**config.mk**
```make
export PLATFORM = sky130hd
export DESIGN_NAME = wav_header_parser_core_flat
export DESIGN_NICKNAME = d
export VERILOG_FILES = /design/src/design/wavh_pkg.sv /design/src/design/wavh_ifs.sv /design/src/design/wavh_front.sv /design/src/design/wavh_queue.sv /design/src/design/wavh_back.sv /design/src/design/wav_header_parser_core.sv /design/src/flat_wrapper.sv
export SDC_FILE = /design/constraint.sdc
export NUM_CORES = 1
export LEC_CHECK = 0
export ABC_CLOCK_PERIOD_IN_PS = 24900
export BUFFER_PORTS_ARGS = -buffer_cell sky130_fd_sc_hd__buf_2
export CAP_MARGIN = 5
export CORE_MARGIN = 8
export CORE_UTILIZATION = 45
export CTS_BUF_LIST = sky130_fd_sc_hd__clkbuf_16
export CTS_CLUSTER_DIAMETER = 60
export DETAILED_ROUTE_END_ITERATION = 10
export SLEW_MARGIN = 40
export SYNTH_ARGS = -nofsm -noshare
export SYNTH_HDL_FRONTEND = slang
export SYNTH_SLANG_ARGS = --single-unit
```
**constraint.sdc**
```tcl
create_clock -name clock -period 24.9 [get_ports clock]
set_clock_uncertainty 0.1 [all_clocks]
set_input_delay 1.245 -clock clock [delete_from_list [all_inputs] [get_ports clock]]
set_output_delay 1.245 -clock clock [all_outputs]
set_load 0.03 [all_outputs]
```
**src/design/wavh_pkg.sv**
```systemverilog
// Shared types and constants of the WAV header parser.
package wavh_pkg;

   localparam logic [1:0] ST_OK    = 2'd0;
   localparam logic [1:0] ST_SHORT = 2'd1;
   localparam logic [1:0] ST_BAD   = 2'd2;
   localparam logic [1:0] ST_UNSUP = 2'd3;

   localparam logic [31:0] TAG_RIFF = 32'h4646_4952;
   localparam logic [31:0] TAG_WAVE = 32'h4556_4157;
   localparam logic [31:0] TAG_FMT  = 32'h2074_6d66;
   localparam logic [31:0] TAG_DATA = 32'h6174_6164;
   localparam logic [31:0] FMT_SIZE_PCM = 32'd16;
   localparam logic [15:0] FORMAT_PCM   = 16'd1;
   localparam logic [31:0] LEN_UNKNOWN  = 32'hffff_ffff;

   localparam logic [5:0] POS_RIFF     = 6'd3;
   localparam logic [5:0] POS_WAVE     = 6'd11;
   localparam logic [5:0] POS_FMT      = 6'd15;
   localparam logic [5:0] POS_FMT_SIZE = 6'd19;
   localparam logic [5:0] POS_FORMAT   = 6'd21;
   localparam logic [5:0] POS_CHANNELS = 6'd23;
   localparam logic [5:0] POS_RATE     = 6'd27;
   localparam logic [5:0] POS_ALIGN    = 6'd33;
   localparam logic [5:0] POS_BITS     = 6'd35;
   localparam logic [5:0] POS_DATA     = 6'd39;
   localparam logic [5:0] POS_LAST     = 6'd43;

   localparam int QUEUE_DEPTH = 2;
   localparam int QUEUE_AW    = $clog2(QUEUE_DEPTH);

   localparam int DIV_STEPS = 32;
   localparam int DIV_CW    = $clog2(DIV_STEPS);

   typedef struct packed {
      logic [1:0]  status;
      logic [15:0] channels;
      logic [31:0] rate;
      logic [15:0] align;
      logic [15:0] bits;
      logic [31:0] length;
   } job_type;

   typedef struct packed {
      logic    valid;
      job_type job;
   } push_type;

endpackage

```
**src/design/wavh_ifs.sv**
```systemverilog
// Request and response channel interfaces of the WAV header parser.
interface wavh_req_if;
   logic       valid;
   logic       ready;
   logic [7:0] header_byte;
   logic       stream_end;

   modport source (output valid, header_byte, stream_end, input ready);
   modport sink (input valid, header_byte, stream_end, output ready);
   modport monitor (input valid, ready, header_byte, stream_end);
endinterface

interface wavh_rsp_if;
   logic        valid;
   logic        ready;
   logic [1:0]  status;
   logic [15:0] channel_count;
   logic [31:0] rate_hz;
   logic [15:0] frame_bytes;
   logic [15:0] sample_bits;
   logic [31:0] payload_bytes;
   logic [31:0] frame_count;

   modport source (output valid, status, channel_count, rate_hz, frame_bytes,
                   sample_bits, payload_bytes, frame_count, input ready);
   modport sink (input valid, status, channel_count, rate_hz, frame_bytes,
                 sample_bits, payload_bytes, frame_count, output ready);
   modport monitor (input valid, ready, status, channel_count, rate_hz, frame_bytes,
                    sample_bits, payload_bytes, frame_count);
endinterface

```
**src/design/wavh_front.sv**
```systemverilog
// Front end: byte intake, tag and field checks, field capture.
module wavh_front
   import wavh_pkg::*;
(
   input  logic     clock,
   input  logic     reset,
   input  logic     in_valid,
   input  logic [7:0] in_byte,
   input  logic     in_end,
   input  logic     room,
   output logic     in_ready,
   output push_type push
);

   logic [5:0]  pos_ff, pos_in;
   logic [1:0]  err_ff, err_in;
   logic [31:0] scratch_ff, scratch_in;
   logic [15:0] channels_ff, channels_in;
   logic [31:0] rate_ff, rate_in;
   logic [15:0] align_ff, align_in;
   logic [15:0] bits_ff, bits_in;
   logic        take;
   logic [31:0] word;
   logic [15:0] hi16;
   logic        fail;
   logic [1:0]  code;
   logic [1:0]  err_next;

   assign in_ready = room;
   assign take     = in_valid && room;
   assign word     = {in_byte, scratch_ff[31:8]};
   assign hi16     = word[31:16];

   always_comb begin
      fail        = 1'b0;
      code        = ST_BAD;
      channels_in = channels_ff;
      rate_in     = rate_ff;
      align_in    = align_ff;
      bits_in     = bits_ff;
      case (pos_ff)
         POS_RIFF: fail = (word != TAG_RIFF);
         POS_WAVE: fail = (word != TAG_WAVE);
         POS_FMT:  fail = (word != TAG_FMT);
         POS_FMT_SIZE: begin
            fail = (word != FMT_SIZE_PCM);
            code = ST_UNSUP;
         end
         POS_FORMAT: begin
            fail = (hi16 != FORMAT_PCM);
            code = ST_UNSUP;
         end
         POS_CHANNELS: begin
            channels_in = hi16;
            fail        = (hi16 == 16'd0);
         end
         POS_RATE: begin
            rate_in = word;
            fail    = (word == 32'd0);
         end
         POS_ALIGN: align_in = hi16;
         POS_BITS:  bits_in = hi16;
         POS_DATA:  fail = (word != TAG_DATA);
         POS_LAST:  fail = (word != LEN_UNKNOWN) && (align_ff == 16'd0);
         default: ;
      endcase
      err_next = (err_ff == ST_OK && fail) ? code : err_ff;
   end

   always_comb begin
      push.valid         = 1'b0;
      push.job.status    = err_next;
      push.job.channels  = channels_ff;
      push.job.rate      = rate_ff;
      push.job.align     = align_ff;
      push.job.bits      = bits_ff;
      push.job.length    = word;
      pos_in             = pos_ff;
      err_in             = err_ff;
      scratch_in         = scratch_ff;
      if (take) begin
         if (in_end) begin
            push.valid      = 1'b1;
            push.job.status = ST_SHORT;
            pos_in          = 6'd0;
            err_in          = ST_OK;
         end else if (pos_ff == POS_LAST) begin
            push.valid = 1'b1;
            pos_in     = 6'd0;
            err_in     = ST_OK;
         end else begin
            pos_in     = pos_ff + 6'd1;
            err_in     = err_next;
            scratch_in = word;
         end
      end
   end

   always_ff @(posedge clock) begin
      if (reset) begin
         pos_ff <= 6'd0;
         err_ff <= ST_OK;
      end else begin
         pos_ff <= pos_in;
         err_ff <= err_in;
      end
   end

   always_ff @(posedge clock) begin
      scratch_ff <= scratch_in;
      if (take && !in_end) begin
         channels_ff <= channels_in;
         rate_ff     <= rate_in;
         align_ff    <= align_in;
         bits_ff     <= bits_in;
      end
   end

endmodule

```
**src/design/wavh_queue.sv**
```systemverilog
// Short job queue between the front and back ends.
module wavh_queue
   import wavh_pkg::*;
(
   input  logic     clock,
   input  logic     reset,
   input  push_type push,
   output logic     room,
   input  logic     pop,
   output logic     avail,
   output job_type  head
);

   job_type             mem [QUEUE_DEPTH];
   logic [QUEUE_AW-1:0] wptr_ff, rptr_ff;
   logic [QUEUE_AW:0]   count_ff, count_in;
   logic                do_push, do_pop;

   assign room    = (count_ff != QUEUE_AW'(0) + (QUEUE_AW+1)'(QUEUE_DEPTH));
   assign avail   = (count_ff != '0);
   assign head    = mem[rptr_ff];
   assign do_push = push.valid && room;
   assign do_pop  = pop && avail;

   always_comb begin
      count_in = count_ff;
      if (do_push && !do_pop) begin
         count_in = count_ff + 1'b1;
      end else if (do_pop && !do_push) begin
         count_in = count_ff - 1'b1;
      end
   end

   always_ff @(posedge clock) begin
      if (reset) begin
         wptr_ff  <= '0;
         rptr_ff  <= '0;
         count_ff <= '0;
      end else begin
         count_ff <= count_in;
         if (do_push) begin
            wptr_ff <= (wptr_ff == QUEUE_AW'(QUEUE_DEPTH - 1)) ? '0 : wptr_ff + 1'b1;
         end
         if (do_pop) begin
            rptr_ff <= (rptr_ff == QUEUE_AW'(QUEUE_DEPTH - 1)) ? '0 : rptr_ff + 1'b1;
         end
      end
   end

   always_ff @(posedge clock) begin
      if (do_push) begin
         mem[wptr_ff] <= push.job;
      end
   end

endmodule

```
**src/design/wavh_back.sv**
```systemverilog
// Back end: serial frame-count divider, divisibility check, response register.
module wavh_back
   import wavh_pkg::*;
(
   input  logic    clock,
   input  logic    reset,
   input  logic    avail,
   input  job_type head,
   output logic    pop,
   wavh_rsp_if.source rsp_bus
);

   localparam logic [1:0] S_IDLE = 2'd0;
   localparam logic [1:0] S_DIV  = 2'd1;
   localparam logic [1:0] S_LOAD = 2'd2;

   logic [1:0]        state_ff, state_in;
   job_type           job_ff;
   logic [15:0]       rem_ff, rem_in;
   logic [31:0]       quo_ff, quo_in;
   logic [DIV_CW-1:0] cnt_ff;
   logic [16:0]       trial;
   logic              ge;
   logic              known;
   logic              need_div;
   logic              out_free;
   logic [1:0]        fin_status;
   logic              rsp_valid_ff;
   logic [1:0]        status_ff;
   logic [15:0]       channels_ff, align_ff, bits_ff;
   logic [31:0]       rate_ff, length_ff, count_ff;

   assign need_div = (head.status == ST_OK) && (head.length != LEN_UNKNOWN);
   assign known    = (job_ff.length != LEN_UNKNOWN);
   assign trial    = {rem_ff, quo_ff[31]};
   assign ge       = (trial >= {1'b0, job_ff.align});
   assign rem_in   = ge ? 16'(trial - {1'b0, job_ff.align}) : trial[15:0];
   assign quo_in   = {quo_ff[30:0], ge};
   assign out_free = !rsp_valid_ff || rsp_bus.ready;
   assign pop      = (state_ff == S_IDLE) && avail;

   always_comb begin
      fin_status = job_ff.status;
      if (job_ff.status == ST_OK && known && rem_ff != 16'd0) begin
         fin_status = ST_BAD;
      end
   end

   always_comb begin
      state_in = state_ff;
      case (state_ff)
         S_IDLE: if (avail) state_in = need_div ? S_DIV : S_LOAD;
         S_DIV:  if (cnt_ff == DIV_CW'(DIV_STEPS - 1)) state_in = S_LOAD;
         S_LOAD: if (out_free) state_in = S_IDLE;
         default: state_in = S_IDLE;
      endcase
   end

   always_ff @(posedge clock) begin
      if (reset) begin
         state_ff     <= S_IDLE;
         rsp_valid_ff <= 1'b0;
      end else begin
         state_ff <= state_in;
         if (state_ff == S_LOAD && out_free) begin
            rsp_valid_ff <= 1'b1;
         end else if (rsp_bus.ready) begin
            rsp_valid_ff <= 1'b0;
         end
      end
   end

   always_ff @(posedge clock) begin
      if (pop) begin
         job_ff <= head;
         rem_ff <= 16'd0;
         quo_ff <= head.length;
         cnt_ff <= '0;
      end else if (state_ff == S_DIV) begin
         rem_ff <= rem_in;
         quo_ff <= quo_in;
         cnt_ff <= cnt_ff + 1'b1;
      end
      if (state_ff == S_LOAD && out_free) begin
         status_ff <= fin_status;
         if (fin_status == ST_OK) begin
            channels_ff <= job_ff.channels;
            rate_ff     <= job_ff.rate;
            align_ff    <= job_ff.align;
            bits_ff     <= job_ff.bits;
            length_ff   <= job_ff.length;
            count_ff    <= known ? quo_ff : LEN_UNKNOWN;
         end else begin
            channels_ff <= 16'd0;
            rate_ff     <= 32'd0;
            align_ff    <= 16'd0;
            bits_ff     <= 16'd0;
            length_ff   <= 32'd0;
            count_ff    <= 32'd0;
         end
      end
   end

   assign rsp_bus.valid         = rsp_valid_ff;
   assign rsp_bus.status        = status_ff;
   assign rsp_bus.channel_count = channels_ff;
   assign rsp_bus.rate_hz       = rate_ff;
   assign rsp_bus.frame_bytes   = align_ff;
   assign rsp_bus.sample_bits   = bits_ff;
   assign rsp_bus.payload_bytes = length_ff;
   assign rsp_bus.frame_count   = count_ff;

endmodule

```
**src/design/wav_header_parser_core.sv**
```systemverilog
// Canonical 44-byte RIFF/WAVE PCM header parser: one request per header byte or
// end marker, one response per header. Header bytes are taken one per cycle while
// the queue has room; a header costs 44 requests, an early end marker closes it at
// once with a short status. The front end checks tags and fields as bytes arrive
// and hands each finished header to a two-entry queue. The back end works out the
// frame count with a one-bit-per-cycle divider: a header with an ok status and a
// known data length passes through the divider, any other goes straight to the
// response register. Since the back end is faster than a full header, bytes stream
// without a gap; req_bus.ready drops only while both queue entries wait, which
// takes a run of end markers or a stalled response channel.
module wav_header_parser_core
   import wavh_pkg::*;
(
   input  logic       clock,
   input  logic       reset,
   wavh_req_if.sink   req_bus,
   wavh_rsp_if.source rsp_bus
);

   push_type push;
   logic     room;
   logic     avail;
   logic     pop;
   job_type  head;

   wavh_front u_front (
      .clock    (clock),
      .reset    (reset),
      .in_valid (req_bus.valid),
      .in_byte  (req_bus.header_byte),
      .in_end   (req_bus.stream_end),
      .room     (room),
      .in_ready (req_bus.ready),
      .push     (push)
   );

   wavh_queue u_queue (
      .clock (clock),
      .reset (reset),
      .push  (push),
      .room  (room),
      .pop   (pop),
      .avail (avail),
      .head  (head)
   );

   wavh_back u_back (
      .clock   (clock),
      .reset   (reset),
      .avail   (avail),
      .head    (head),
      .pop     (pop),
      .rsp_bus (rsp_bus)
   );

endmodule

```
**src/flat_wrapper.sv**
```systemverilog
// flat-port wrapper written by rule: the top's interface ports become plain ports
module wav_header_parser_core_flat import wavh_pkg::*;
  (clock, reset, req_bus_valid, req_bus_header_byte, req_bus_stream_end, req_bus_ready, rsp_bus_valid, rsp_bus_status, rsp_bus_channel_count, rsp_bus_rate_hz, rsp_bus_frame_bytes, rsp_bus_sample_bits, rsp_bus_payload_bytes, rsp_bus_frame_count, rsp_bus_ready);
  wavh_req_if req_bus_i ();
  wavh_rsp_if rsp_bus_i ();
  input  logic clock;
  input  logic reset;
  input wire logic [$bits(req_bus_i.valid)-1:0] req_bus_valid;
  input wire logic [$bits(req_bus_i.header_byte)-1:0] req_bus_header_byte;
  input wire logic [$bits(req_bus_i.stream_end)-1:0] req_bus_stream_end;
  output wire logic [$bits(req_bus_i.ready)-1:0] req_bus_ready;
  output wire logic [$bits(rsp_bus_i.valid)-1:0] rsp_bus_valid;
  output wire logic [$bits(rsp_bus_i.status)-1:0] rsp_bus_status;
  output wire logic [$bits(rsp_bus_i.channel_count)-1:0] rsp_bus_channel_count;
  output wire logic [$bits(rsp_bus_i.rate_hz)-1:0] rsp_bus_rate_hz;
  output wire logic [$bits(rsp_bus_i.frame_bytes)-1:0] rsp_bus_frame_bytes;
  output wire logic [$bits(rsp_bus_i.sample_bits)-1:0] rsp_bus_sample_bits;
  output wire logic [$bits(rsp_bus_i.payload_bytes)-1:0] rsp_bus_payload_bytes;
  output wire logic [$bits(rsp_bus_i.frame_count)-1:0] rsp_bus_frame_count;
  input wire logic [$bits(rsp_bus_i.ready)-1:0] rsp_bus_ready;
  assign req_bus_i.valid = req_bus_valid;
  assign req_bus_i.header_byte = req_bus_header_byte;
  assign req_bus_i.stream_end = req_bus_stream_end;
  assign req_bus_ready = req_bus_i.ready;
  assign rsp_bus_valid = rsp_bus_i.valid;
  assign rsp_bus_status = rsp_bus_i.status;
  assign rsp_bus_channel_count = rsp_bus_i.channel_count;
  assign rsp_bus_rate_hz = rsp_bus_i.rate_hz;
  assign rsp_bus_frame_bytes = rsp_bus_i.frame_bytes;
  assign rsp_bus_sample_bits = rsp_bus_i.sample_bits;
  assign rsp_bus_payload_bytes = rsp_bus_i.payload_bytes;
  assign rsp_bus_frame_count = rsp_bus_i.frame_count;
  assign rsp_bus_i.ready = rsp_bus_ready;
  wav_header_parser_core u_core (.clock(clock), .reset(reset), .req_bus(req_bus_i), .rsp_bus(rsp_bus_i));
endmodule
```
After elaboration in Yosys (flattened, before gate mapping)
Memory sizes are Yosys's and may differ from the RTL's. A register that Yosys moved wholly into a read port is not among the register bits.
Index checks and enable logic that the tools add are counted.
{ "totals": {"elab_cells": 135, "register_bits": 440, "memories": 1, "latch_bits": 0, "mem_bits_rw": 228, "rom_bits": 0} }
{ "classes": {"mul": 0, "magnitude_cmp": 1, "n_div": 0, "bitwise": 2, "shifts": 0, "n_reduce_logical": 38, "addsub": 7, "n_eq_ne": 27, "mux": 31} }
{ "memory_table": {"columns": ["memory", "words", "word_bits", "read_ports", "rd_ports_with_merged_regs", "write_ports", "line_no", "text"], "rows": [
  ["u_core.u_queue.mem", 2, 114, 1, 1, 1, "wavh_queue.sv:14", "job_type mem [QUEUE_DEPTH];"]
]} }
{ "op_table": {"columns": ["operator", "count"], "rows": [
  ["32-bit two-way mux", 3],
  ["32-bit by 31-bit != test with 1-bit output (second input constant)", 3],
  ["32-bit != test (second input constant)", 3],
  ["16-bit logical NOT", 2],
  ["32-bit logical NOT", 1],
  ["32-bit by 30-bit != test with 1-bit output (second input constant)", 1],
  ["32-bit by 5-bit != test with 1-bit output (second input constant)", 1],
  ["6-bit by 5-bit == test with 1-bit output (second input constant)", 4],
  ["6-bit == test (second input constant)", 4],
  ["2-bit two-way mux", 11],
  ["17-bit by 16-bit >= comparator with 1-bit output", 1],
  ["16-bit two-way mux", 1],
  ["16-bit by 1-bit != test with 1-bit output (second input constant)", 1],
  ["16-bit nonzero test", 1],
  ["16-bit subtractor", 1],
  ["1-bit logical AND", 13],
  ["6-bit by 4-bit == test with 1-bit output (second input constant)", 2],
  ["6-bit two-way mux", 2],
  ["1-bit two-way mux", 11],
  ["2-bit logical NOT", 5],
  ["1-bit one-hot mux with 9 select lines", 1],
  ["2-bit != test (second input constant)", 4],
  ["2-bit AND reduction", 4],
  ["2-bit nonzero test", 4],
  ["16 further kinds", 22]
]} }

Longest topological paths before layout
Gate-level depths: netlist of run 1.
{ "depth": {"depth_word": 12, "depth_mapped": 12, "ltp_nobuf": 11} }

Modules after synthesis
A second synthesis of run 1 with hierarchy kept.
{ "unflattened": {"cells_unflattened": 1542, "hier_area_um2": 25612.1} }
{ "by_module_without_submodules": {"columns": ["mod", "area_per_inst_um2", "instances", "cells_each", "seq_area_each_um2"], "rows": [
  ["wavh_back", 12443.2, 1, 859, 9248.9],
  ["wavh_queue", 8697.1, 1, 379, 6946.7],
  ["wavh_front", 4471.8, 1, 304, 3283.1]
]} }

Worst setup path after synthesis of run 1
No wires, ideal clock.
{ "synth_timing": {"path_kind": "input to register", "from": "in req_bus_stream_end", "to": "mem u_core.u_queue.mem[0][0] in the netlist's numbering (enable)", "slack_ns": 14.806, "path_buffers": 1, "cell_stages": 3, "arrival_time_ns": 9.267, "path_cell_list": "buf_1 nor2_1 nor3_1"} }
{ "synth_between": {"elab_chain_len": 5} }
{ "synth_lines": {"columns": ["item", "line_no", "text"], "rows": [
  ["start, declared", "flat_wrapper.sv:10", "input wire logic [$bits(req_bus_i.stream_end)-1:0] req_bus_stream_end;"],
  ["1-bit two-way mux", "wavh_front.sv:82", "if (in_end) begin"],
  ["3-bit two-way mux", "wavh_front.sv:81", "if (take) begin"],
  ["1-bit logical AND", "wavh_queue.sv:22", "assign do_push = push.valid && room;"],
  ["1-bit two-way mux", "wavh_queue.sv:51", "if (do_push) begin"],
  ["1-bit two-way mux (implied by the code)", "wavh_queue.sv:52", "mem[wptr_ff] <= push.job;"],
  ["end, declared", "wavh_queue.sv:14", null]
]} }
No other way between the ends.

Worst setup path after layout of run 1
{ "layout_timing": {"from": "reg u_core.u_front.pos_ff[0]", "to": "mem u_core.u_queue.mem[1][81] in the netlist's numbering (enable)"} }
{ "layout_between": {"elab_chain_len": 7} }
{ "layout_lines": {"columns": ["item", "line_no", "text"], "rows": [
  ["start, declared", "wavh_front.sv:15", "logic [5:0] pos_ff, pos_in;"],
  ["start signal, assigned", "wavh_front.sv:104", "pos_ff <= pos_in;"],
  ["6-bit == test", "wavh_front.sv:87", "end else if (pos_ff == POS_LAST) begin"],
  ["1-bit two-way mux", "wavh_front.sv:87", null],
  ["1-bit two-way mux", "wavh_front.sv:82", null],
  ["3-bit two-way mux", "wavh_front.sv:81", null],
  ["1-bit logical AND", "wavh_queue.sv:22", null],
  ["via u_core.u_queue.do_push", "wavh_queue.sv:17", "logic do_push, do_pop;"],
  ["1-bit two-way mux", "wavh_queue.sv:51", null],
  ["1-bit two-way mux (implied by the code)", "wavh_queue.sv:52", null]
]} }
The timed path passes the listed nets, and every way through them passes these cells.

==> summary.md, run 1 <==
| Metric | Value |
|---|---|
| Final Max Slew Viols | `0` |
| Util after Layout | `52.47%` |
| Hold Vio Cnt, Final | `0` |
| Number of port buffers | `160` |
| Post-synth EDFFs | `624` |
| Root buf cell | `clkbuf_16` |
| Final period util | `14.17%` |
| Maximum fanout along the worst path | `42` |
| IO Pins | `161` |
| Global Route Usage Sum | `16.05%` |
| Clock sinks | `between 600 and 700` |
| Class of the worst hold path | `flip-flop to flip-flop` |
| Die Ht | `250.9 um` |
| Routed length per placed instance | `between 20 and 25 um` |
| Hpwl dp | `31680 um` |
| Cell with the most instances after synthesis | `edfxtp_1` |
| Worst Tran Pin Value | `862.0 ps` |
| Gr ovfl total | `0` |
| # fillers | `4420` |
| Ys Warns | `0` |
| WL final | `51240 um` |
| WL met2 | `25410 um` |
| Min Tclk post-route | `3528 ps` |
| Synth Area in Adders | `~1.1%` |
| Synthesized area | `around 25000 sq um` |
| Primary FF master, synth | `edfxtp_1` |
| DIE AREA | `62950 sq um` |
| Hold-fix buffers, CTS | `0` |
| Longest Clk Path Bufs | `3` |
| Max cap viols | `0` |
| Vias in the first global route | `13170` |
| Post-CTS setup buffer count | `0` |
| Fin nets | `between 1500 and 2000` |
| Crit path required time | `between 20000 and 30000 ps` |
| 1st-iter DRT viols | `842` |
| Endpoints failing setup | `0` |
| First-pass DRT Iterations | `5` |
| Initial core utilization | `45.25%` |
| Worst Setup SP | `u_core.u_front.pos_ff[0]` |
| Synth top area cells | `edfxtp_1 (75%), mux2_2 (5.2%), dfxtp_1 (3.0%), and2_1 (2.6%), nand2_1 (1.9%)` |
| Vias/cell | `5.309` |
| Ys async rst share | `0%` |
| Pwr Density | `119.2 nW/um^2` |
| Gpl congestion | `0.8677` |
| Post-synthesis cell count | `1468` |
| Largest net degree at the start of global routing | `between 80 and 90` |
| Post-synthesis simple-gate area fraction | `8.838%` |
| Total CTS buffers | `70` |
| Initial antenna violation count | `3` |
| Die X | `roughly 250 um` |
| Number of synthesized register bits | `661` |
| Met1 wire length | `between 20000 and 25000 um` |
| Critical Path End Type | `flip-flop` |
| Top Layer Used | `met5` |
| Syn Nets | `1503` |
| Synth Area in Compound Gates | `3.699%` |
| CTS tree | `built` |
| Syn Area/Cell | `16.91 sq um` |
| Largest family of logic cells by synthesized area | `simple AND/OR/NAND/NOR gates` |
| Share of cells above drive strength 1 | `24.40%` |
| ANT cells | `0` |
| Critical Path Source Type | `flip-flop` |
| Crit Reg-Reg Startpoint | `u_core.u_front.pos_ff[0]` |
| DRC | `0` |
| Synth top area share | `75.46%` |
| Mux cell area share after synthesis | `under 10%` |
| CORE AREA | `54880 sq um` |
| WL met3 | `2388 um` |
| LEAKAGE | `0.009975 uW` |
| Global-route wire length before repair | `78110 um` |
| Synth cell types | `65` |
| Hold path startpoint | `u_core.u_front.channels_ff[13]` |
| Unrepaired setup endpoints after global routing | `no` |
| Top cells by count, synth | `edfxtp_1 (624), nand2_1 (125), mux2_2 (114)` |
| Reg clk slew, reported paths | `60 ps` |
| Setup TNS | `0 ps` |
| Clk_lat worst skew | `610 ps` |
| Top cell type by total area after synthesis | `edfxtp_1` |
| Status | `finished clean` |
| Crit path arrival time | `3710 ps` |
| H-Tree Depth | `3` |
| Area Growth Syn to Fin | `15.96%` |
| CTS-repair resized insts | `0` |
| Headroom to the max-slew limit | `a little over two fifths` |
| Sequential area share after synthesis | `between 70% and 80%` |
| XOR/XNOR Fraction of Synth Area | `0.8466%` |
| Fmax | `283.4 MHz` |
| Rows | `86` |
| Vias after detailed routing | `12830` |
| Maximum VDD drop | `0.06973 mV` |
| Antenna Nets Post-Route | `0` |
| Crit path kind | `flip-flop to flip-flop` |
[through the flow]
| stage | setup WS, ps | std cells | power, uW | cell area, sq um | hold slack (ps) |
|---|---|---|---|---|---|
| final | 21370 | 2417 | 3433 | 28790 | 340.6 |
| after global routing | 21080 | 2417 | 3594 | 28790 | 348.6 |
| after CTS | 21320 | 2415 | 3484 | 28720 | 338.7 |
| after detailed placement | 21280 | 2289 | 2470 | 26470 | 329.0 |
| after global placement | 21070 | 2289 | 2461 | 26450 | 322.7 |
| after floorplan | 14810 | 1468 | 2223 | 24830 | 321.5 |
[power by group]
part           switching (uW)  internal [uW]  total (uW)
clock network             428            574        1000
registers                 113           1560        1670
logic                     529            231         760
total                    1070           2360        3430
[critical path: stages (launching register included)]
cell     delay (ps)
dfxtp_1         420
ha_1            600
nand2_1         100
nor3_1          320
nor2_1          140
nor2_1          230
and2_4          510
buf_6           440
buf_16          300
[metal layers]
layer,vias to the layer above,track usage [%]
met1,6510,20.86
met3,73,2.943
met4,2,5.653
met5,-,0
li1,5950,-
met2,298,27.00
[cell usage in the layout, fill, tap and decap left out, drive strengths merged, types with 13 or more instances in the layout]
master	n
nand4	33
dfxtp	37
mux2	114
nor2	48
clkbuf	70
inv	46
nand2	125
and2	102
ha	21
clkinv	30
buf	180
nor3	13
o21a	37
nor4	40
edfxtp	624
o21ai	33
a21oi	21
[area by class of cell]
class / instances / area [sq um] / share of cell area, %
Sequential cell: 661 / 19480 / 67.66
Multi-Input combinational cell: 719 / 5062 / 17.58
Clock buffer: 70 / 1752 / 6.084
Timing Repair Buffer: 180 / 1010 / 3.507
Tap cell: 704 / 880.8 / 3.059
Clock inverter: 56 / 500.5 / 1.738
Inverter: 27 / 106.4 / 0.3694
[logic make-up after synthesis]
logic type      after synthesis
mux                         124
flops                       661
compound gates              133
buf+inv                      88
simple gates                416
xor+xnor                     24
fa+ha+maj                    22
[flip-flops by register name, summed over array words and instances (netlist names), 24 cells and up, named ones only]
signal and count:
u_core.u_back.rsp_bus.frame_count 32, u_core.u_back.rsp_bus.rate_hz 32, u_core.u_back.quo_ff 32, u_core.u_front.rate_ff 32
u_core.u_back.job_ff 114, u_core.u_queue.mem 228, u_core.u_back.rsp_bus.payload_bytes 32, u_core.u_front.scratch_ff 24
[worst paths after layout]
path	depth (start not counted)	slack (ps)	endpoint
max reg2reg	8	21370	u_core.u_queue.mem[1][81]
min reg2reg	0	340	u_core.u_queue.mem[1][109]
min	0	340	u_core.u_queue.mem[1][109]
max	8	21370	u_core.u_queue.mem[1][81]
Power figures use the tool's default switching activity.
==> run 2: changes to the inputs <==
--- a/config.mk
+++ b/config.mk
@@ -5,7 +5,7 @@
 export SDC_FILE = /design/constraint.sdc
 export NUM_CORES = 1
 export LEC_CHECK = 0
-export ABC_CLOCK_PERIOD_IN_PS = 24900
+export ABC_CLOCK_PERIOD_IN_PS = 3600
 export BUFFER_PORTS_ARGS = -buffer_cell sky130_fd_sc_hd__buf_2
 export CAP_MARGIN = 5
 export CORE_MARGIN = 8
==> constraint.sdc (replaced) <==
create_clock -name clock -period 3.6 [get_ports clock]
set_clock_uncertainty 0.1 [all_clocks]
set_input_delay 0.18 -clock clock [delete_from_list [all_inputs] [get_ports clock]]
set_output_delay 0.18 -clock clock [all_outputs]
set_load 0.03 [all_outputs]
==> summary.md, run 2 (synthesized netlist as in run 1, its figures left out) <==
| Metric | Value |
|---|---|
| Longest Clk Path Bufs | `3` |
| Hold Vio Cnt, Final | `0` |
| Initial antenna violation count | `1` |
| Final period util | `about 77%` |
| R2R depth | `6` |
| Max reg flops | `228` |
| 1st-iter DRT viols | `899` |
| Endpoints failing setup | `0` |
| Crit Reg-Reg Endpoint | `u_core.u_queue.mem[1][95]` |
| Area Growth Syn to Fin | `17.22%` |
| Total CTS buffers | `70` |
| Post-DP Area | `26640 sq um` |
| Fmax | `~360 MHz` |
| Initial core utilization | `45.25%` |
| First-pass DRT Iterations | `4` |
| Reg clk slew, reported paths | `60 ps` |
| Pwr Density | `between 800 and 900 nW/um^2` |
| CORE AREA | `54880 sq um` |
| Antenna Nets Post-Route | `0` |
| Clock sinks | `661` |
| Hold Path Stages | `0` |
| Gpl congestion | `0.8293` |
| Max incr delay on CP | `roughly 700 ps` |
| Global-route wire length before repair | `79830 um` |
| Post-CTS setup buffer count | `0` |
| Rows | `86` |
| Critical Path Source Type | `flip-flop` |
| Class of the worst hold path | `flip-flop to flip-flop` |
| Crit path max-delay cell type | `dfxtp_1` |
| Min Tclk post-route | `2771 ps` |
| Global Route Usage Sum | `between 10% and 20%` |
| Number of port buffers | `160` |
| WL final | `52410 um` |
| Hold path startpoint | `u_core.u_front.rate_ff[27]` |
| IO Pins | `161` |
| Most frequent cells in the layout | `edfxtp_1 (624), buf_2 (160), nand2_1 (124)` |
| CTS tree | `built` |
| Crit path required time | `~3700 ps` |
| Hold Path End | `u_core.u_queue.mem[0][91]` |
| Die X | `approximately 250 um` |
| Status | `finished clean` |
| Clk_lat worst skew | `600 ps` |
| Util after Layout | `a little over half` |
| Crit path arrival time | `~2900 ps` |
| DIE AREA | `62950 sq um` |
| H-Tree Depth | `3` |
| CTS-repair resized insts | `0` |
| Share of cells above drive strength 1 | `24.78%` |
| # fillers | `roughly 4500` |
| Worst Tran Pin Value | `726.0 ps` |
| Fin nets | `1714` |
| Vias in the first global route | `13150` |
| Power Total | `24140 uW` |
| Headroom to the max-slew limit | `between 50% and 60%` |
| Die Ht | `250.9 um` |
| Biggest registers after layout | `u_core.u_queue.mem: 228 flops, u_core.u_back.job_ff: 114 flops` |
| Vias/cell | `5.303` |
| Hold-fix buffers, CTS | `13` |
| Critical Path End Type | `flip-flop` |
| Gr ovfl total | `0` |
| DRC | `0` |
| Maximum VDD drop | `~0.56 mV` |
| Flop-to-flop setup slack | `~830 ps` |
| Crit path kind | `flip-flop to flip-flop` |
| Routed length per placed instance | `approximately 21 um` |
| Hpwl dp | `32140 um` |
| Unrepaired setup endpoints after global routing | `no` |
| Root buf cell | `clkbuf_16` |
| Crit Reg-Reg Startpoint | `u_core.u_front.pos_ff[3]` |
| Commonest non-fill, non-tap cell in the layout | `edfxtp_1` |
| Final Instance Area | `slightly below 30000 sq um` |
| Max cap viols | `0` |
| Final Max Slew Viols | `0` |
| ANT cells | `0` |
| Biggest register | `u_core.u_queue.mem` |
| Largest net degree at the start of global routing | `153` |
| Maximum fanout along the worst path | `between 50 and 60` |
| Vias after detailed routing | `12930` |
| LEAKAGE | `a little over 0.01 uW` |
| Hold slack | `339.6 ps` |
| Cells along the critical path | `nand2b_1, nor3_4, nor2_2, nor2_1, and2_4, buf_4` |
run 2: changes by cell type in the layout (fill, tap and decap cells not counted), sizes merged:
| cell | before | now |
|---|---|---|
| dlygate4sd3 | 0 | 13 |
| buf | 180 | 187 |
| clkinvlp | 2 | 1 |
| bufinv | 5 | 9 |
| inv | 46 | 45 |
run 2: per-layer routing:
metal | GRT usage [%] | wire (um) | part of all wire [%] | up-vias
li1 | - | - | - | 5998
met1 | 21.43 | 22350 | 43 | 6491
met2 | 27.42 | 25880 | 49 | 361
met3 | 3.294 | 2892 | 5.5 | 83
met4 | 5.570 | 1294 | 2.5 | 0
met5 | 0 | 0 | 0 | -
run 2: per-stage QoR:
stage          setup TNS, ps  instances  setup slack (ps)
2_1_floorplan        -102600       1468            -773.9
3_3_place_gp               0       2297             870.7
3_5_place_dp               0       2297             836.0
4_1_cts                    0       2438             837.3
5_1_grt                    0       2439             584.6
6_report                   0       2439             829.1
run 2: report_power, final:
part / internal [uW] / leakage, uW / switching [uW] / total (uW)
Combinational: 1720 / 0.00286 / 3750 / 5470
Sequential: 10800 / 0.00609 / 752 / 11500
Clock: 4220 / 0.00117 / 2930 / 7150
run 2: how the worst max path moves through the flow:
stage                             start                         end  slack, ps
2_1_floorplan  u_core.u_front.pos_ff[1]    u_core.u_queue.mem[0][0]       -770
3_3_place_gp   u_core.u_back.job_ff[49]     u_core.u_back.rem_ff[1]        870
3_5_place_dp   u_core.u_back.job_ff[49]     u_core.u_back.rem_ff[1]        840
4_1_cts        u_core.u_back.job_ff[49]     u_core.u_back.rem_ff[1]        840
5_1_grt        u_core.u_front.pos_ff[5]  u_core.u_queue.mem[1][112]        580
6_report       u_core.u_front.pos_ff[3]   u_core.u_queue.mem[1][95]        830
run 2: final cells by class:
| class | instances | area, sq um | area share (%) |
|---|---|---|---|
| Multi-Input combinational cell | 719 | 5079 | 17.45 |
| Clock buffer | 70 | 1752 | 6.018 |
| Timing Repair Buffer | 200 | 1241 | 4.264 |
| Clock inverter | 58 | 556.8 | 1.913 |
| Inverter | 27 | 106.4 | 0.3654 |
| Tap cell | 704 | 880.8 | 3.026 |
| Sequential cell | 661 | 19490 | 66.96 |
run 2: critical path, delay by kind of cell, from the launching register on:
kind	cells	cell delay, ps
and+or+nand+nor	5	1010
buffers and inverters	1	560
DFF	1	680
==> run 3: changes to the inputs <==
--- a/config.mk
+++ b/config.mk
@@ -5,7 +5,8 @@
 export SDC_FILE = /design/constraint.sdc
 export NUM_CORES = 1
 export LEC_CHECK = 0
-export ABC_CLOCK_PERIOD_IN_PS = 3600
+export ABC_AREA = 1
+export ABC_CLOCK_PERIOD_IN_PS = 2620
 export BUFFER_PORTS_ARGS = -buffer_cell sky130_fd_sc_hd__buf_2
 export CAP_MARGIN = 5
 export CORE_MARGIN = 8
==> constraint.sdc (replaced) <==
create_clock -name clock -period 2.62 [get_ports clock]
set_clock_uncertainty 0.1 [all_clocks]
set_input_delay 0.131 -clock clock [delete_from_list [all_inputs] [get_ports clock]]
set_output_delay 0.131 -clock clock [all_outputs]
set_load 0.03 [all_outputs]
==> summary.md, run 3 <==
| Metric | Value |
|---|---|
| Status | `finished clean` |
| Reg clk slew, reported paths | `about 70 ps` |
| Worst Setup SP | `u_core.u_back.job_ff[0]` |
| R2R depth | `8` |
| Critical Path End Type | `flip-flop` |
| Fin nets | `about 2200` |
| Ys async rst share | `0%` |
| Worst Slack Setup Final | `158.1 ps` |
| Hold Path Stages | `4` |
| Crit path kind | `flip-flop to flip-flop` |
| Synth top area cells | `edfxtp_1 (73%), nand2_1 (7.3%), inv_1 (3.1%), dfxtp_1 (2.9%), nor2_4 (2.6%)` |
| GR Util met2 | `~29%` |
| IO Pins | `~160` |
| Vias/cell | `4.931` |
| Hpwl dp | `roughly 36000 um` |
| Clock sinks | `661` |
| # fillers | `between 4000 and 5000` |
| Max incr delay on CP | `roughly 410 ps` |
| First-pass DRT Iterations | `5` |
| Sw frac | `between 30% and 40%` |
| Most used routing layer | `met2` |
| Number of synthesized register bits | `661` |
| Longest Clk Path Bufs | `3` |
| Ys Warns | `0` |
| Unrepaired setup endpoints after global routing | `no` |
| Area Growth Syn to Fin | `17.64%` |
| Fmax | `406.2 MHz` |
| Gr ovfl total | `0` |
| Commonest non-fill, non-tap cell in the layout | `edfxtp_1` |
| Cell Int Power | `22800 uW` |
| Gpl congestion | `roughly 0.85` |
| Sequential power share | `between 40 and 50%` |
| Cell mode on critical path | `nand2_1` |
| Biggest register | `u_core.u_queue.mem` |
| Clk_lat worst skew | `600 ps` |
| Final Max Slew Viols | `0` |
| Clock power frac | `a little over a quarter` |
| Top cells by count, synth | `edfxtp_1 (624), nand2_1 (496), inv_1 (214)` |
| Antenna Nets Post-Route | `0` |
| Max cap viols | `0` |
| Global Route Usage Sum | `16.98%` |
| Root buf cell | `clkbuf_16` |
| Headroom to the max-slew limit | `between 50% and 60%` |
| Post-synth EDFFs | `624` |
| 1st-iter DRT viols | `1115` |
| CORE AREA | `56170 sq um` |
| Critical Path Source Type | `flip-flop` |
| LEAKAGE | `0.01160 uW` |
| Routed length per placed instance | `18.51 um` |
| Synth cell types | `a little over 40` |
| Pre-CTS setup slack | `81.91 ps` |
| Min Tclk post-route | `between 2000 and 2500 ps` |
| Crit path max-delay cell type | `edfxtp_1` |
| Hold Vio Cnt, Final | `0` |
| Crit path arrival time | `between 2000 and 3000 ps` |
| Initial antenna violation count | `0` |
| Syn Nets | `1956` |
| Rows | `87` |
| Total CTS buffers | `70` |
| Global-route wire length before repair | `84660 um` |
| Number of port buffers | `160` |
| Vias in the first global route | `~15000` |
| DP Cell Count | `2840` |
| Hold path startpoint | `req_bus_valid` |
| Synthesized area | `25500 sq um` |
| Initial core utilization | `roughly 45%` |
| Gate power share | `27.6%` |
| Most frequent cells in the layout | `edfxtp_1 (624), nand2_1 (494), inv_1 (226)` |
| DRC | `0` |
| Class of the worst hold path | `input port to flip-flop` |
| H-Tree Depth | `3` |
| Endpoints failing setup | `0` |
| GR Layer Usage met3 | `2.955%` |
| Syn Area/Cell | `13.28 sq um` |
| Max reg flops | `228` |
| Primary FF master, synth | `edfxtp_1` |
| WL final | `55110 um` |
| CTS tree | `built` |
| Pwr Density | `1159 nW/um^2` |
| ANT cells | `0` |
| Crit Reg-Reg Startpoint | `u_core.u_back.job_ff[0]` |
| Cell with the most instances after synthesis | `edfxtp_1` |
| Maximum fanout along the worst path | `49` |
| Met1 Use GR | `21.52%` |
| Die Ht | `roughly 250 um` |
| Cells along the critical path | `nand4_1, nor4_4, nand2_1, nand2_1, nand2_1, or2_4, buf_4, a21oi_1` |
| Layout Cells excl Fill | `just under 3000` |
| Share of cells above drive strength 1 | `between 10% and 20%` |
| Worst Tran Pin Value | `663.7 ps` |
| Biggest registers after layout | `u_core.u_queue.mem: 228 flops, u_core.u_back.job_ff: 114 flops` |
| DIE AREA | `~65000 sq um` |
| Post-synthesis cell count | `~1900` |
| Area occupied by multi-input gates | `~5000 sq um` |
| Die X | `about 250 um` |
| Vias after detailed routing | `14680` |
| Crit path required time | `around 3000 ps` |
| Top cell type by total area after synthesis | `edfxtp_1` |
| Sequential area share after synthesis | `76.37%` |
| Switching power | `11960 uW` |
| Largest net degree at the start of global routing | `96` |
| Maximum VDD drop | `0.6596 mV` |
| Final period util | `93.96%` |
| Synth top area share | `73.47%` |
| Register area | `approximately 19000 sq um` |
run 3: changes by cell type after synthesis, moves of 22 or more:
cell     delta
a21oi_1    +46
and2_1    -100
inv_1     +187
mux2_2    -114
nand2_1   +371
nand3_1    +22
nor2_1     +91
nor2_4     +60
nor4_1     -22
o21a_1     -35
o21ai_0    +39
run 3: cell type report:
class | count | area share [%]
tap | 756 | 3.153
timing repair buffer | 239 | 5.467
sequential | 661 | 64.95
inverter | 214 | 2.686
clock inverter | 51 | 1.030
clock buffer | 72 | 6.005
multi-input combinational | 984 | 16.71
run 3: logic make-up (layout without fill, tap and decap cells):
group           after synthesis  in the layout  synth area share (%)
compound gates              152            152                 3.228
xor+xnor                     17             17                0.5838
fa+ha+maj                    22             22                 1.109
buf+inv                     276            576                 4.415
flops                       661            661                 76.37
mux                           1              1               0.03925
simple gates                792            792                 14.25
run 3: power groups by stage:
stage                     registers, uW  logic [uW]  clock network, uW
after CTS                         16000        9800               9390
after global placement            16200        9640                  0
final                             16000        9600               9150
after global routing              16200       10500               9770
after floorplan                   17600        5120                  0
after detailed placement          16200        9720                  0
run 3: layer usage:
layer	wire length, um	vias up
li1	-	7045
met1	23090	7178
met2	27820	354
met3	2667	104
met4	1535	0
met5	0	-
run 3: worst paths after layout:
path | end | slack [ps]
max | u_core.u_back.rsp_bus.frame_count[15] | 160
min | u_core.u_front.pos_ff[2] | 110
max reg2reg | u_core.u_back.rsp_bus.frame_count[15] | 160
min reg2reg | u_core.u_queue.mem[0][92] | 340
run 3: timing repair:
| action | in CTS | in global routing |
|---|---|---|
| endpoints found under the hold margin | 76 | 0 |
| buffers inserted | 0 | 1 |
| hold buffers | 12 | 0 |
| endpoints found under the setup margin | 0 | 49 |
| resized for setup | 0 | 4 |
run 3: stage by stage:
step | setup TNS (ps) | hold slack [ps] | total power, uW | instance area [sq um] | utilization [%]
2_1_floorplan | -290210 | 94.91 | 22740 | 25590 | -
3_5_place_dp | 0 | 299.4 | 25950 | 27730 | 49.36
5_1_grt | 0 | 155.5 | 36550 | 30000 | 53.41
4_1_cts | 0 | 89.06 | 35230 | 29960 | 53.33
3_3_place_gp | 0 | 299.4 | 25810 | 27730 | 49.36
6_report | 0 | 107.1 | 34760 | 30000 | 53.41
run 3: worst max-delay path: cells and delay by family, from the launching register on:
kind	cells	cell delay, ps
AND/OR/NAND/NOR	6	1210
AO/OA/AOI/OAI	1	210
flip-flops	1	410
buffers and inverters	1	340
